<file path="src/sv/assert_macros.svh">
// Assertion macros shared by the header parser RTL.
// Needs nothing else; taken in by `include in the files that assert.
`ifndef ASSERT_MACROS_SVH
`define ASSERT_MACROS_SVH

// Same-cycle implication, disabled while reset is low.
`define MHP_ASSERT_IMP(label, clk, rst_n, ante, cons) \
    label: assert property (@(posedge clk) disable iff (!(rst_n)) (ante) |-> (cons)) \
        else $error("mhp assertion failed");

// Next-cycle implication, disabled while reset is low.
`define MHP_ASSERT_NXT(label, clk, rst_n, ante, cons) \
    label: assert property (@(posedge clk) disable iff (!(rst_n)) (ante) |=> (cons)) \
        else $error("mhp assertion failed");

`endif

</file>
<file path="src/sv/mhp_pkg.sv">
// Types and constants for the MQTT fixed-header parser.
// No dependencies; used by mhp_parser, mhp_out_buf and the top level.
package mhp_pkg;

    localparam logic [3:0] TYPE_PUBLISH  = 4'd3;
    localparam logic [3:0] TYPE_PUBACK   = 4'd4;
    localparam logic [3:0] TYPE_UNSUBACK = 4'd11;
    localparam logic [2:0] LEN_BYTES_MAX = 3'd4;

    typedef struct packed {
        logic [3:0]  msg_type;
        logic [1:0]  qos_level;
        logic        dup_flag;
        logic        retain_flag;
        logic [27:0] remaining_length;
        logic [15:0] topic_length;
        logic [2:0]  topic_offset;
        logic        has_msg_id;
        logic [15:0] msg_id;
        logic [16:0] payload_offset;
        logic [27:0] payload_length;
        logic        malformed;
    } t_result;

endpackage

</file>
<file path="src/sv/mqtt_header_parser_core.sv">
// MQTT fixed-header parser, top level.
// Depends on mhp_pkg, mhp_parser and mhp_out_buf.
//
// Input channel: one packet byte per transfer (i_data_byte) with
// i_start_of_packet high on the first byte of each packet; a start mark
// always restarts parsing and drops any unfinished packet.
// Output channel: at most one header result per packet, carrying type,
// flags, remaining length, topic length and offset, message id, payload
// offset and length, and a malformed flag.
// Throughput: one byte per cycle while o_ready is high. Each byte updates
// the parse registers through one short combinational step (one 28-bit
// add and one 28-bit compare/subtract at most).
// Result path: the result is registered in the output register, or in the
// skid register when the output register holds a result not taken yet.
// Stall: results sit in a two-entry buffer (output register plus skid
// register). o_ready falls only when both hold a result; it returns the
// cycle after the receiver takes one.
// Reset: synchronous, active low; the parser waits for a start mark and
// the result buffer is emptied. Bytes before the first start mark are
// ignored.
module mqtt_header_parser_core (
    input  logic        i_clk,
    input  logic        i_rst_n,
    input  logic        i_valid,
    output logic        o_ready,
    input  logic [7:0]  i_data_byte,
    input  logic        i_start_of_packet,
    output logic        o_valid,
    input  logic        i_ready,
    output logic [3:0]  o_msg_type,
    output logic [1:0]  o_qos_level,
    output logic        o_dup_flag,
    output logic        o_retain_flag,
    output logic [27:0] o_remaining_length,
    output logic [15:0] o_topic_length,
    output logic [2:0]  o_topic_offset,
    output logic        o_has_msg_id,
    output logic [15:0] o_msg_id,
    output logic [16:0] o_payload_offset,
    output logic [27:0] o_payload_length,
    output logic        o_malformed
);

    logic             in_xfer;
    logic             res_valid;
    mhp_pkg::t_result res;
    mhp_pkg::t_result out_res;

    // A byte moves when the buffer has room for a possible result
    assign in_xfer = i_valid && o_ready;

    mhp_parser u_parser (
        .i_clk             (i_clk),
        .i_rst_n           (i_rst_n),
        .i_step            (in_xfer),
        .i_data_byte       (i_data_byte),
        .i_start_of_packet (i_start_of_packet),
        .o_res_valid       (res_valid),
        .o_res             (res)
    );

    mhp_out_buf u_out_buf (
        .i_clk   (i_clk),
        .i_rst_n (i_rst_n),
        .i_push  (res_valid),
        .i_data  (res),
        .o_ready (o_ready),
        .o_valid (o_valid),
        .i_ready (i_ready),
        .o_data  (out_res)
    );

    assign o_msg_type         = out_res.msg_type;
    assign o_qos_level        = out_res.qos_level;
    assign o_dup_flag         = out_res.dup_flag;
    assign o_retain_flag      = out_res.retain_flag;
    assign o_remaining_length = out_res.remaining_length;
    assign o_topic_length     = out_res.topic_length;
    assign o_topic_offset     = out_res.topic_offset;
    assign o_has_msg_id       = out_res.has_msg_id;
    assign o_msg_id           = out_res.msg_id;
    assign o_payload_offset   = out_res.payload_offset;
    assign o_payload_length   = out_res.payload_length;
    assign o_malformed        = out_res.malformed;

endmodule

</file>
<file path="src/sv/mhp_parser.sv">
// Byte-wise parse state machine and header result logic.
// Depends on mhp_pkg and assert_macros.svh.
`include "assert_macros.svh"

module mhp_parser (
    input  logic             i_clk,
    input  logic             i_rst_n,
    input  logic             i_step,
    input  logic [7:0]       i_data_byte,
    input  logic             i_start_of_packet,
    output logic             o_res_valid,
    output mhp_pkg::t_result o_res
);

    typedef enum logic [3:0] {
        PH_WAIT, PH_LEN, PH_TLHI, PH_TLLO, PH_SKIP, PH_IDHI, PH_IDLO, PH_DONE
    } t_phase;

    t_phase      r_phase, n_phase;
    logic [7:0]  r_first_byte, n_first_byte;
    logic [27:0] r_len_acc, n_len_acc;
    logic [2:0]  r_len_cnt, n_len_cnt;
    logic [15:0] r_topic_len, n_topic_len;
    logic [15:0] r_skip_cnt, n_skip_cnt;
    logic [15:0] r_msg_id, n_msg_id;

    logic        emit, bad_len;
    logic [27:0] grp;
    logic [3:0]  hdr_type;
    logic [1:0]  hdr_qos;
    logic        qos_nz;
    logic [16:0] var_hdr;

    assign hdr_type = r_first_byte[7:4];
    assign hdr_qos  = r_first_byte[2:1];
    assign qos_nz   = (hdr_qos != 2'd0);

    always_comb begin
        n_phase      = r_phase;
        n_first_byte = r_first_byte;
        n_len_acc    = r_len_acc;
        n_len_cnt    = r_len_cnt;
        n_topic_len  = r_topic_len;
        n_skip_cnt   = r_skip_cnt;
        n_msg_id     = r_msg_id;
        emit         = 1'b0;
        bad_len      = 1'b0;
        grp          = 28'd0;
        if (i_start_of_packet) begin
            n_first_byte = i_data_byte;
            n_len_acc    = 28'd0;
            n_len_cnt    = 3'd0;
            n_topic_len  = 16'd0;
            n_skip_cnt   = 16'd0;
            n_msg_id     = 16'd0;
            n_phase      = PH_LEN;
        end else begin
            case (r_phase)
                PH_LEN: begin
                    // 7-bit groups, least significant first
                    case (r_len_cnt[1:0])
                        2'd0:    grp = {21'd0, i_data_byte[6:0]};
                        2'd1:    grp = {14'd0, i_data_byte[6:0], 7'd0};
                        2'd2:    grp = {7'd0, i_data_byte[6:0], 14'd0};
                        default: grp = {i_data_byte[6:0], 21'd0};
                    endcase
                    n_len_acc = r_len_acc + grp;
                    n_len_cnt = {1'b0, r_len_cnt[1:0]} + 3'd1;
                    if (i_data_byte[7]) begin
                        if (n_len_cnt >= mhp_pkg::LEN_BYTES_MAX) begin
                            emit    = 1'b1;
                            bad_len = 1'b1;
                        end
                    end else if (hdr_type == mhp_pkg::TYPE_PUBLISH) begin
                        n_phase = PH_TLHI;
                    end else if (hdr_type inside {[mhp_pkg::TYPE_PUBACK:
                                                   mhp_pkg::TYPE_UNSUBACK]}) begin
                        n_phase = PH_IDHI;
                    end else begin
                        emit = 1'b1;
                    end
                end
                PH_TLHI: begin
                    n_topic_len = {i_data_byte, 8'd0};
                    n_phase     = PH_TLLO;
                end
                PH_TLLO: begin
                    n_topic_len = {r_topic_len[15:8], i_data_byte};
                    n_skip_cnt  = n_topic_len;
                    if (n_skip_cnt != 16'd0) begin
                        n_phase = PH_SKIP;
                    end else if (qos_nz) begin
                        n_phase = PH_IDHI;
                    end else begin
                        emit = 1'b1;
                    end
                end
                PH_SKIP: begin
                    n_skip_cnt = r_skip_cnt - 16'd1;
                    if (n_skip_cnt == 16'd0) begin
                        if (qos_nz) begin
                            n_phase = PH_IDHI;
                        end else begin
                            emit = 1'b1;
                        end
                    end
                end
                PH_IDHI: begin
                    n_msg_id = {i_data_byte, 8'd0};
                    n_phase  = PH_IDLO;
                end
                PH_IDLO: begin
                    n_msg_id = {r_msg_id[15:8], i_data_byte};
                    emit     = 1'b1;
                end
                default: begin
                end
            endcase
            if (emit) begin
                n_phase = PH_DONE;
            end
        end
    end

    // Result fields, taken from the state as it stands after this byte
    assign var_hdr = 17'd2 + {1'b0, n_topic_len} + (qos_nz ? 17'd2 : 17'd0);

    always_comb begin
        o_res                  = '0;
        o_res.msg_type         = hdr_type;
        o_res.qos_level        = hdr_qos;
        o_res.dup_flag         = r_first_byte[3];
        o_res.retain_flag      = r_first_byte[0];
        o_res.remaining_length = n_len_acc;
        o_res.malformed        = bad_len;
        if (!bad_len) begin
            if (hdr_type == mhp_pkg::TYPE_PUBLISH) begin
                o_res.topic_length   = n_topic_len;
                o_res.topic_offset   = n_len_cnt + 3'd3;
                o_res.payload_offset = var_hdr + {14'd0, n_len_cnt} + 17'd1;
                o_res.has_msg_id     = qos_nz;
                o_res.msg_id         = qos_nz ? n_msg_id : 16'd0;
                if (n_len_acc >= {11'd0, var_hdr}) begin
                    o_res.payload_length = n_len_acc - {11'd0, var_hdr};
                end else begin
                    o_res.malformed = 1'b1;
                end
            end else if (hdr_type inside {[mhp_pkg::TYPE_PUBACK:
                                           mhp_pkg::TYPE_UNSUBACK]}) begin
                o_res.has_msg_id = 1'b1;
                o_res.msg_id     = n_msg_id;
            end
        end
    end

    assign o_res_valid = i_step && emit;

    always_ff @(posedge i_clk) begin
        if (!i_rst_n) begin
            r_phase      <= PH_WAIT;
            r_first_byte <= 8'd0;
            r_len_acc    <= 28'd0;
            r_len_cnt    <= 3'd0;
            r_topic_len  <= 16'd0;
            r_skip_cnt   <= 16'd0;
            r_msg_id     <= 16'd0;
        end else if (i_step) begin
            r_phase      <= n_phase;
            r_first_byte <= n_first_byte;
            r_len_acc    <= n_len_acc;
            r_len_cnt    <= n_len_cnt;
            r_topic_len  <= n_topic_len;
            r_skip_cnt   <= n_skip_cnt;
            r_msg_id     <= n_msg_id;
        end
    end

    `MHP_ASSERT_NXT(a_emit_done, i_clk, i_rst_n, o_res_valid, r_phase == PH_DONE)
    `MHP_ASSERT_IMP(a_pub_id, i_clk, i_rst_n,
        o_res_valid && !o_res.malformed && o_res.msg_type == mhp_pkg::TYPE_PUBLISH,
        o_res.has_msg_id == (o_res.qos_level != 2'd0))
    `MHP_ASSERT_IMP(a_nonpub_zero, i_clk, i_rst_n,
        o_res_valid && o_res.msg_type != mhp_pkg::TYPE_PUBLISH,
        o_res.payload_length == 28'd0 && o_res.payload_offset == 17'd0)

endmodule

</file>
<file path="src/sv/mhp_out_buf.sv">
// Two-entry result buffer: output register plus skid register.
// Depends on mhp_pkg and assert_macros.svh.
`include "assert_macros.svh"

module mhp_out_buf (
    input  logic             i_clk,
    input  logic             i_rst_n,
    input  logic             i_push,
    input  mhp_pkg::t_result i_data,
    output logic             o_ready,
    output logic             o_valid,
    input  logic             i_ready,
    output mhp_pkg::t_result o_data
);

    logic             r_main_valid, r_skid_valid;
    mhp_pkg::t_result r_main_data, r_skid_data;
    logic             pop;

    assign pop     = r_main_valid && i_ready;
    assign o_ready = !r_skid_valid;
    assign o_valid = r_main_valid;
    assign o_data  = r_main_data;

    always_ff @(posedge i_clk) begin
        if (!i_rst_n) begin
            r_main_valid <= 1'b0;
            r_skid_valid <= 1'b0;
        end else if (r_skid_valid) begin
            if (pop) begin
                r_main_data  <= r_skid_data;
                r_skid_valid <= 1'b0;
            end
        end else if (i_push) begin
            if (!r_main_valid || pop) begin
                r_main_data  <= i_data;
                r_main_valid <= 1'b1;
            end else begin
                r_skid_data  <= i_data;
                r_skid_valid <= 1'b1;
            end
        end else if (pop) begin
            r_main_valid <= 1'b0;
        end
    end

    `MHP_ASSERT_IMP(a_skid_main, i_clk, i_rst_n, r_skid_valid, r_main_valid)
    `MHP_ASSERT_IMP(a_skid_fill, i_clk, i_rst_n, $rose(r_skid_valid),
        $past(r_main_valid && !i_ready))
    `MHP_ASSERT_NXT(a_drain, i_clk, i_rst_n, pop && !r_skid_valid && !i_push,
        !r_main_valid)

endmodule
</file>
<file path="config.mk">
export PLATFORM = sky130hd
export DESIGN_NAME = mqtt_header_parser_core
export DESIGN_NICKNAME = d
export VERILOG_FILES = /design/src/sv/mhp_pkg.sv /design/src/sv/mqtt_header_parser_core.sv /design/src/sv/mhp_parser.sv /design/src/sv/mhp_out_buf.sv
export VERILOG_INCLUDE_DIRS = /design/src /design/src/sv
export SDC_FILE = /design/constraint.sdc
export NUM_CORES = 1
export LEC_CHECK = 0
export BUFFER_PORTS_ARGS = -buffer_cell sky130_fd_sc_hd__buf_2
export CORE_MARGIN = 2
export CORE_UTILIZATION = 55
export CTS_CLUSTER_DIAMETER = 50
export DETAILED_ROUTE_END_ITERATION = 10
export GPL_ROUTABILITY_DRIVEN = 0
export PLACE_DENSITY = 0.86
export SKIP_CTS_REPAIR_TIMING = 1
export SLEW_MARGIN = 25
export SYNTH_ARGS = -nofsm -noshare
export SYNTH_HDL_FRONTEND = slang
export SYNTH_HIERARCHICAL = 1
export SYNTH_SLANG_ARGS = --single-unit
</file>
<file path="constraint.sdc">
create_clock -name i_clk -period 8.15 [get_ports i_clk]
set_input_delay 0.815 -clock i_clk [delete_from_list [all_inputs] [get_ports i_clk]]
set_output_delay 0.815 -clock i_clk [all_outputs]
set_load 0.02 [all_outputs]
</file>
# --- Yosys cells after proc, flatten, opt, wreduce, memory -nomap -nowiden ---
# Cells that the tools add are included.
totals:
  register_bits: 329
  word_cells: 139
classes:
  reduce_logical: 22
  addsub: 9
  magnitude_cmp: 4
  muxes: 55
  n_bitwise: 2
  n_eq_ne: 14
ops:
  columns: ["cell", "count"]
  rows:
  - ["118-bit 2-to-1 mux", 4]
  - ["28-bit 2-to-1 mux", 5]
  - ["16-bit one-hot mux with 2 select lines", 3]
  - ["28-bit one-hot mux with 3 select lines", 1]
  - ["82-bit 2-to-1 mux", 1]
  - ["16-bit 2-to-1 mux", 4]
  - ["46-bit 2-to-1 mux", 1]
  - ["17-bit 2-to-1 mux", 2]
  - ["4-bit 2-to-1 mux", 8]
  - ["28-bit adder", 1]
  - ["28-bit by 17-bit >= comparator with 1-bit output", 1]
  - ["28-bit by 17-bit subtractor with 28-bit output", 1]
  - ["1-bit 2-to-1 mux", 20]
  - ["4-bit one-hot mux with 5 select lines", 1]
  - ["19-bit 2-to-1 mux", 1]
  - ["17-bit by 1-bit adder with 17-bit output, second input constant", 1]
  - ["17-bit adder", 1]
  - ["17-bit by 3-bit adder with 17-bit output", 1]
  - ["2-bit by 16-bit adder with 17-bit output, first input constant", 1]
  - ["16-bit zero test", 1]
  - ["16-bit nonzero test", 1]
  - ["16-bit by 1-bit subtractor with 16-bit output, second input constant", 1]
  - ["4-bit by 2-bit == test with 1-bit output, second input constant", 3]
  - ["4-bit by 3-bit == test with 1-bit output, second input constant", 3]
  - ["28 further kinds", 39]

# --- Longest topological paths before layout ---
# Gate-level depths: netlist of run 1.
depth:
  word_depth: 14
  ltp_mapped: 28
  ltp_nobuf: 26

# --- By module ---
# The synthesis of run 1 kept the hierarchy.
modules_own_cells:
  columns: ["module", "n_inst", "area_each_um2", "cells_per_inst"]
  rows:
  - ["mhp_parser", 1, 8961.1, 1291]
  - ["mhp_out_buf", 1, 8675.8, 382]
  - ["mqtt_header_parser_core", 1, 6.3, 1]

# --- Worst setup path before layout of run 1 ---
# OpenSTA, ideal clock, no wires.
synth_path:
  kind: "register -> register"
  startpoint: "register u_parser.r_skip_cnt[0]"
  endpoint: "register u_out_buf.r_main_data (netlist bit u_out_buf/o_data[0]), enable pin"
  t_arrival_ns: 7.222
  setup_time_ns: 0.573
  slack_ns: 0.355
  path_stages_with_launch: 12
  required_ns: 7.577
  path_cell_list: "dfxtp_1 -> inv_1 -> ha_1 -> nor4b_1 -> nand3_1 -> nor3_1 -> a31oi_1 -> or4_1 -> o21a_1 -> nor2_1 -> mux2i_1 -> nor3_2"
synth_via:
  elab_chain_len: 9
synth_lines:
  columns: ["item", "line_no", "rtl"]
  rows:
  - ["start, declared", "mhp_parser.sv:24", "logic [15:0] r_skip_cnt, n_skip_cnt;"]
  - ["start signal, assigned", "mhp_parser.sv:173", "r_skip_cnt <= n_skip_cnt;"]
  - ["16-bit by 1-bit subtractor with 16-bit output", "mhp_parser.sv:99", "n_skip_cnt = r_skip_cnt - 16'd1;"]
  - ["16-bit zero test", "mhp_parser.sv:100", "if (n_skip_cnt == 16'd0) begin"]
  - ["1-bit 2-to-1 mux", "mhp_parser.sv:100", null]
  - ["1-bit one-hot mux with 4 select lines", "mhp_parser.sv:58", "case (r_phase)"]
  - ["1-bit 2-to-1 mux (2 in a row)", "mhp_parser.sv:49", "if (i_start_of_packet) begin"]
  - ["1-bit logical AND", "mhp_parser.sv:156", "assign o_res_valid = i_step && emit;"]
  - ["net res_valid", "mqtt_header_parser_core.sv:45", "logic res_valid;"]
  - ["2-bit nonzero test (no line)", null, null]
  - ["4-bit AND reduction (no line)", null, null]
  - ["end signal, assigned", "mhp_out_buf.sv:31", "r_main_data <= r_skid_data;"]
  - ["end signal, assigned", "mhp_out_buf.sv:36", "r_main_data <= i_data;"]
  - ["end, declared", "mhp_out_buf.sv:17", "mhp_pkg::t_result r_main_data, r_skid_data;"]
# The timed path passes the listed nets, and every way through them passes these cells. The select of a mux whose other input is x is not followed.
# A chain may end at the register's enable or synchronous reset.

==> qor.yml, run 1 <==
ys_seq_area_frac: 0.5072
grt_usage: 0.2522
core_um2: 31560
drt_iter0_markers: 1634
place_area_um2: 18510
htree_levels: 2
cts_tree: "built"
status: "complete, no violations"
crit_fanout: 18
worstSetupPathType: "register to register"
hold_viol: 0
tns_ns: 0
synthArstFlopShare: 0
grt_max_degree: 119
clockBufferDepth: 3
hpwl_um: 28620
cts.sink_count: 329
clk_pin_slew_worst_paths_ns: 0.06
fin_area_um2: 19760
syn_nets: 1749
grt_overflow: 0
worstSetupEndpointType: "register"
clock_latency_ns: 0.52
syn_to_final_growth_pct: 11.99
synthCells: 1674
portBuffers: 132
rows: 65
grt_pass1_wl_um: 68010
grt_pass1_vias: 12933
nets: 1843
cts_inserted_buffers: 37
period_minus_slack_ns: 6.594
die_x_um: 183.1
cp-startpoint: "u_parser/r_phase[1]"
die_h_um: 183.1
required_ns: 8.43
drc: 0
ios: 133
clockRootBuffer: "clkbuf_16"
viasPerCell: 6.238
tightest_slew_ns: 1.060
drv_cap: 0
worstHoldStart: "u_parser/r_first_byte[3]"
power.density_nw_per_um2: 193.5
timing.rr.start: "u_parser/r_phase[1]"
p_leak_nw: 7.444
dpl.cell_count: 2131
antenna_found_initial: 0
ys_warn_count: 6
irDropWorstVdd_v: 0.0001062
synth_top_flop_cell: "edfxtp_1"
syn_area_um2: 17640
relSlewSlack: 0.2878
rsz0062_at_grt: "false"
drtAntennaViolNets: 0
dieArea_um2: 33530
drive_above_1_share: 0.1953
yosysUniqueCellTypes: 78
synth-edff-count: 236
postLayoutCoreUtil: 0.6262
wl_per_cell_um: 19.74
num_antenna_cells: 0
initial_core_util: 0.5591
vias: 13717
hp-class: "register to register"
final-max-slew-violation-count: 0
ys_ff_latch: 329
setup_viol: 0
max_freq_ghz: 0.1517
start_kind: "register"
first_pass_iters: 6
fin_cells: 2199
finalCritPeriodShare: 0.8091
skew_ns: 0.01367
routed_wirelength_um: 43410
crit_arrival_ns: 6.87
synth_area_per_cell_um2: 10.54
## registers in the layout, summed over array words and instances (netlist names)
signal and cells:
u_parser/r_first_byte 8, u_parser/r_len_acc 28, u_out_buf/o_data 118, u_parser/r_msg_id 16, u_parser/r_skip_cnt 16, u_parser/r_topic_len 16, u_out_buf/o_valid 1, u_parser/r_len_cnt 3
u_out_buf/r_skid_valid 1, u_parser/r_phase 4, u_out_buf/r_skid_data 118
## metal layers
layer | global-route usage | vias to the layer above | wire [um]
met3 | 0.03912 | 161 | 3605
met2 | 0.4018 | 739 | 20070
met4 | 0.1245 | 0 | 2127
li1 | - | 6301 | -
met1 | 0.3380 | 6516 | 17600
met5 | 0 | - | 0
## cells in the mapped netlist (37+ instances only)
cell type | instances | share of area
nor3_1 | 54 | 0.015
inv_1 | 50 | 0.011
nand3_1 | 37 | 0.010
mux2_2 | 121 | 0.077
edfxtp_1 | 236 | 0.40
dfxtp_1 | 93 | 0.11
a21oi_1 | 106 | 0.030
nand2_1 | 151 | 0.032
and2_1 | 47 | 0.017
a22oi_1 | 38 | 0.016
ha_1 | 59 | 0.042
o21ai_0 | 58 | 0.016
clkbuf_1 | 64 | 0.014
xnor2_1 | 37 | 0.018
nor2_1 | 190 | 0.040
## stage by stage
stage	power [mW]	setup slack, ns	hold WS [ns]
global placement	2.153	2.003	0.4394
detailed placement	2.163	1.726	0.4422
CTS	3.832	1.665	0.4550
global route	3.940	1.167	0.4696
finish	3.823	1.556	0.4531
floorplan	2.083	0.3551	0.4261
## layout make-up
cell class | instances | area, um2
clock inverter | 18 | 181.4
sequential | 329 | 8952
inverter | 50 | 187.7
fill | 2364 | 11800
clock buffer | 50 | 1067
timing repair buffer | 144 | 775.7
tap | 402 | 503.0
multi-input combinational | 1206 | 8092
## report_power, final
part / internal (mW) / switching (mW) / leakage [nW]
registers: 1.79 / 0.0147 / 2.90
clock network: 1.00 / 0.683 / 0.617
logic: 0.119 / 0.219 / 3.93
## worst paths after layout
check	cells past startpoint	to	slack, ns
worst max-delay path	23	u_out_buf/o_data[24]	1.56
worst min-delay path	0	u_out_buf/r_skid_data[111]	0.45
worst max register to register	23	u_out_buf/o_data[24]	1.56
worst min register to register	0	u_out_buf/r_skid_data[111]	0.45
## cells in the final DEF, fill, tap and decap left out, types with 5 or more instances in the layout
cell	n
edfxtp_1	236
nor2_1	190
nand2_1	151
buf_2	132
mux2_2	121
a21oi_1	106
dfxtp_1	92
ha_1	59
o21ai_0	58
nor3_1	54
inv_1	48
and2_1	46
clkbuf_16	39
a22oi_1	38
xnor2_1	37
nand3_1	37
mux2i_1	35
xor2_1	25
nor2b_1	18
a21o_1	18
or3_1	16
and3_1	16
a211oi_1	13
nand2b_1	13
nor4_1	13
o31ai_1	11
buf_4	10
inv_6	8
o21a_1	8
nand4_1	8
a31oi_1	7
o211ai_1	7
clkbuf_1	6
clkbuf_8	5
a32o_1	5
nor3b_1	5
## cells by family (layout without fill, tap and decap cells)
| family | count (synthesis) | after routing | share of synthesized area |
|---|---|---|---|
| AND/OR/NAND/NOR | 597 | 597 | 0.1617 |
| flip-flops | 329 | 329 | 0.5072 |
| adder cells (fa/ha/maj) | 62 | 62 | 0.04525 |
| AO/OA/AOI/OAI | 328 | 328 | 0.1217 |
| multiplexers | 157 | 157 | 0.09787 |
| XOR/XNOR | 62 | 62 | 0.03078 |
| buffers and inverters | 139 | 262 | 0.03553 |
## worst max-delay path: stages, from the launching register on
cell	delay (ns)
dfxtp_1	0.66
nor3b_1	0.30
buf_4	0.24
nand3_1	0.09
a21o_1	0.24
ha_1	0.21
inv_1	0.06
ha_1	0.16
ha_1	0.25
nor4b_1	0.58
nand3b_1	0.17
xor2_1	0.50
ha_1	0.40
and2_1	0.22
a41oi_1	0.20
o21ai_0	0.13
a41oi_1	0.37
o211ai_1	0.17
a2111o_1	0.45
nand2_1	0.16
nand2b_1	0.19
nor4_1	0.25
nor3b_1	0.10
mux2_2	0.27
Power figures use the tool's default switching activity.
==> run 2, diff against run 1 <==
==> constraint.sdc (replaced) <==
create_clock -name i_clk -period 6 [get_ports i_clk]
set_input_delay 0.6 -clock i_clk [delete_from_list [all_inputs] [get_ports i_clk]]
set_output_delay 0.6 -clock i_clk [all_outputs]
set_load 0.02 [all_outputs]
==> qor.yml, run 2 (synthesis gave the netlist of run 1 again) <==
status: "complete, no violations"  # unchanged
die_x_um: 183.1  # unchanged
max_freq_ghz: 0.1751  # was 0.1517 GHz
syn_to_final_growth_pct: 14.74  # was 11.99%
drt_iter0_markers: 1483  # was 1634
ios: 133  # unchanged
vias: 13844  # was 13.72k
relSlewSlack: 0.3208  # was 0.2878
routed_wirelength_um: 44620  # was 43410 um
first_pass_iters: 8  # was 6
drtAntennaViolNets: 0  # unchanged
crit_arrival_ns: 5.98  # was 6.87 ns
ff2ff_path_depth: 23  # unchanged
grt_overflow: 0  # unchanged
power.density_nw_per_um2: 261.3  # was 193.5 nW/um2
portBuffers: 132  # unchanged
crit_fanout: 28  # was 18
final-max-slew-violation-count: 0  # unchanged
grt_pass1_wl_um: 70040  # was 68010 um
tightest_slew_ns: 1.015  # was 1.060 ns
htree_levels: 2  # unchanged
postLayoutCoreUtil: 0.6416  # was 0.6262
hpwl_um: 29570  # was 28620 um
cts.sink_count: 329  # unchanged
core_um2: 31560  # unchanged
clock_latency_ns: 0.53  # was 0.52 ns
worstSetupPathType: "register to register"  # unchanged
die_h_um: 183.1  # unchanged
path_cells: "inv_1 -> ha_2 -> and2_1 -> ha_1 -> inv_1 -> fa_1 -> nor2b_1 -> nor3_1 -> a21oi_1 -> nor2_2 -> ha_1 -> nor2b_1 -> o21ai_0 -> a21boi_0 -> o21ai_0 -> nand2b_1 -> a221o_1 -> a31o_2 -> or2_1 -> o31ai_4 -> buf_12 -> nor3_1 -> mux2_2"  # was nor3b_1 -> buf_4 -> nand3_1 -> a21o_1 -> ha_1 -> inv_1 -> ha_1 -> ha_1 -> nor4b_1 -> nand3b_1 -> xor2_1 -> ha_1 -> and2_1 -> a41oi_1 -> o21ai_0 -> a41oi_1 -> o211ai_1 -> a2111o_1 -> nand2_1 -> nand2b_1 -> nor4_1 -> nor3b_1 -> mux2_2
final_cell_mix: "edfxtp_1, nor2_1, nand2_1"  # unchanged
cpMaxStageDelayCell: "fa_1"  # was dfxtp_1
setup_viol: 0  # unchanged
viasPerCell: 6.175  # was 6.238
p_leak_nw: 7.700  # was 7.444 nW
fin_hold_ws_ns: 0.3359  # was 0.4531 ns
dpl.cell_count: 2171  # was 2131
wl_per_cell_um: 19.90  # was 19.74 um
period_minus_slack_ns: 5.711  # was 6.594 ns
ff_latch_area_um2: 8955  # was 8952 um2
grt_pass1_vias: 13253  # was 12.93k
reg2reg_slack_ns: 0.29  # was 1.56 ns
antenna_found_initial: 1  # was 0
final_common_cell: "edfxtp_1"  # unchanged
cts_inserted_buffers: 37  # unchanged
required_ns: 6.27  # was 8.43 ns
rows: 65  # unchanged
hp-class: "primary input to register"  # was register to register
hold_viol: 0  # unchanged
clockRootBuffer: "clkbuf_16"  # unchanged
cpPeakStageDelay_ns: 0.41  # was 0.66 ns
rsz0062_at_grt: "false"  # unchanged
drc: 0  # unchanged
irDropWorstVdd_v: 0.0001810  # was 0.0001062 V
fin_cells: 2242  # was 2199
worstHoldPathCells: 2  # was 0
grt_max_degree: 119  # unchanged
fillers: 2321  # was 2364
drv_cap: 0  # unchanged
total_power_mw: 5.291  # was 3.823 mW
cts_tree: "built"  # unchanged
drive_above_1_share: 0.2251  # was 0.1953
clk_pin_slew_worst_paths_ns: 0.06  # about the same
clockBufferDepth: 3  # unchanged
multi_input_area_um2: 8195  # was 8092 um2
nets: 1887  # was 1843
finalCritPeriodShare: 0.9519  # was 0.8091
start_kind: "register"  # unchanged
worstSetupEndpointType: "register"  # unchanged
skew_ns: 0.02497  # was 0.01367 ns
grt_usage: 0.2605  # was 0.2522
initial_core_util: 0.5591  # unchanged
dieArea_um2: 33530  # unchanged
-- run 2: cell count changes in the layout (fill, tap and decap cells not counted), sizes merged --
cell / delta
clkinvlp: +1
clkinv: +5
inv: -7
diode: +1
clkbuf: -4
bufinv: +3
buf: +44
-- run 2: power breakdown --
| group | internal, mW | total, mW | switching (mW) |
|---|---|---|---|
| Sequential | 2.43 | 2.45 | 0.0179 |
| Clock | 1.44 | 2.36 | 0.919 |
| Combinational | 0.181 | 0.487 | 0.306 |
| Total | 4.05 | 5.29 | 1.24 |
-- run 2: final timing paths --
check                                  end                startpoint
hold / removal      u_out_buf/r_skid_valid                   i_ready
setup reg to reg       u_out_buf/o_data[3]     u_parser/r_len_cnt[0]
setup / recovery       u_out_buf/o_data[3]     u_parser/r_len_cnt[0]
hold reg to reg   u_parser/r_first_byte[3]  u_parser/r_first_byte[3]
-- run 2: through the flow --
stage                     setup WS, ns  cell area, um2  setup TNS [ns]
final                           0.2886           20240               0
after global routing           0.01915           20240               0
after CTS                     -0.06371           20120         -0.1434
after detailed placement       0.02471           18830               0
after global placement          0.3270           18830               0
after floorplan                0.02538           17680               0
-- run 2: final cells by class --
type	count	area share
multi-input cells	1206	0.4048
clock inverters	20	0.01286
diodes	1	0.0001236
repair buffers	188	0.05525
flip-flops and latches	329	0.4423
inverters	50	0.009271
well taps	402	0.02485
clock buffers	46	0.05049
-- run 2: layer usage --
layer / track usage / routed length, um
met1: 0.3371 / 17430
met2: 0.4233 / 20910
met3: 0.04210 / 3830
met4: 0.1379 / 2446
met5: 0 / 0
-- run 2: worst max-delay path, delay by kind of cell, from the launching register on --
family / cells / cell delay (ns)
AO/OA/AOI/OAI: 7 / 1.66
adder cells (fa/ha/maj): 4 / 1.22
buffers and inverters: 3 / 0.42
flip-flops: 1 / 0.35
multiplexers: 1 / 0.27
AND/OR/NAND/NOR: 8 / 1.50
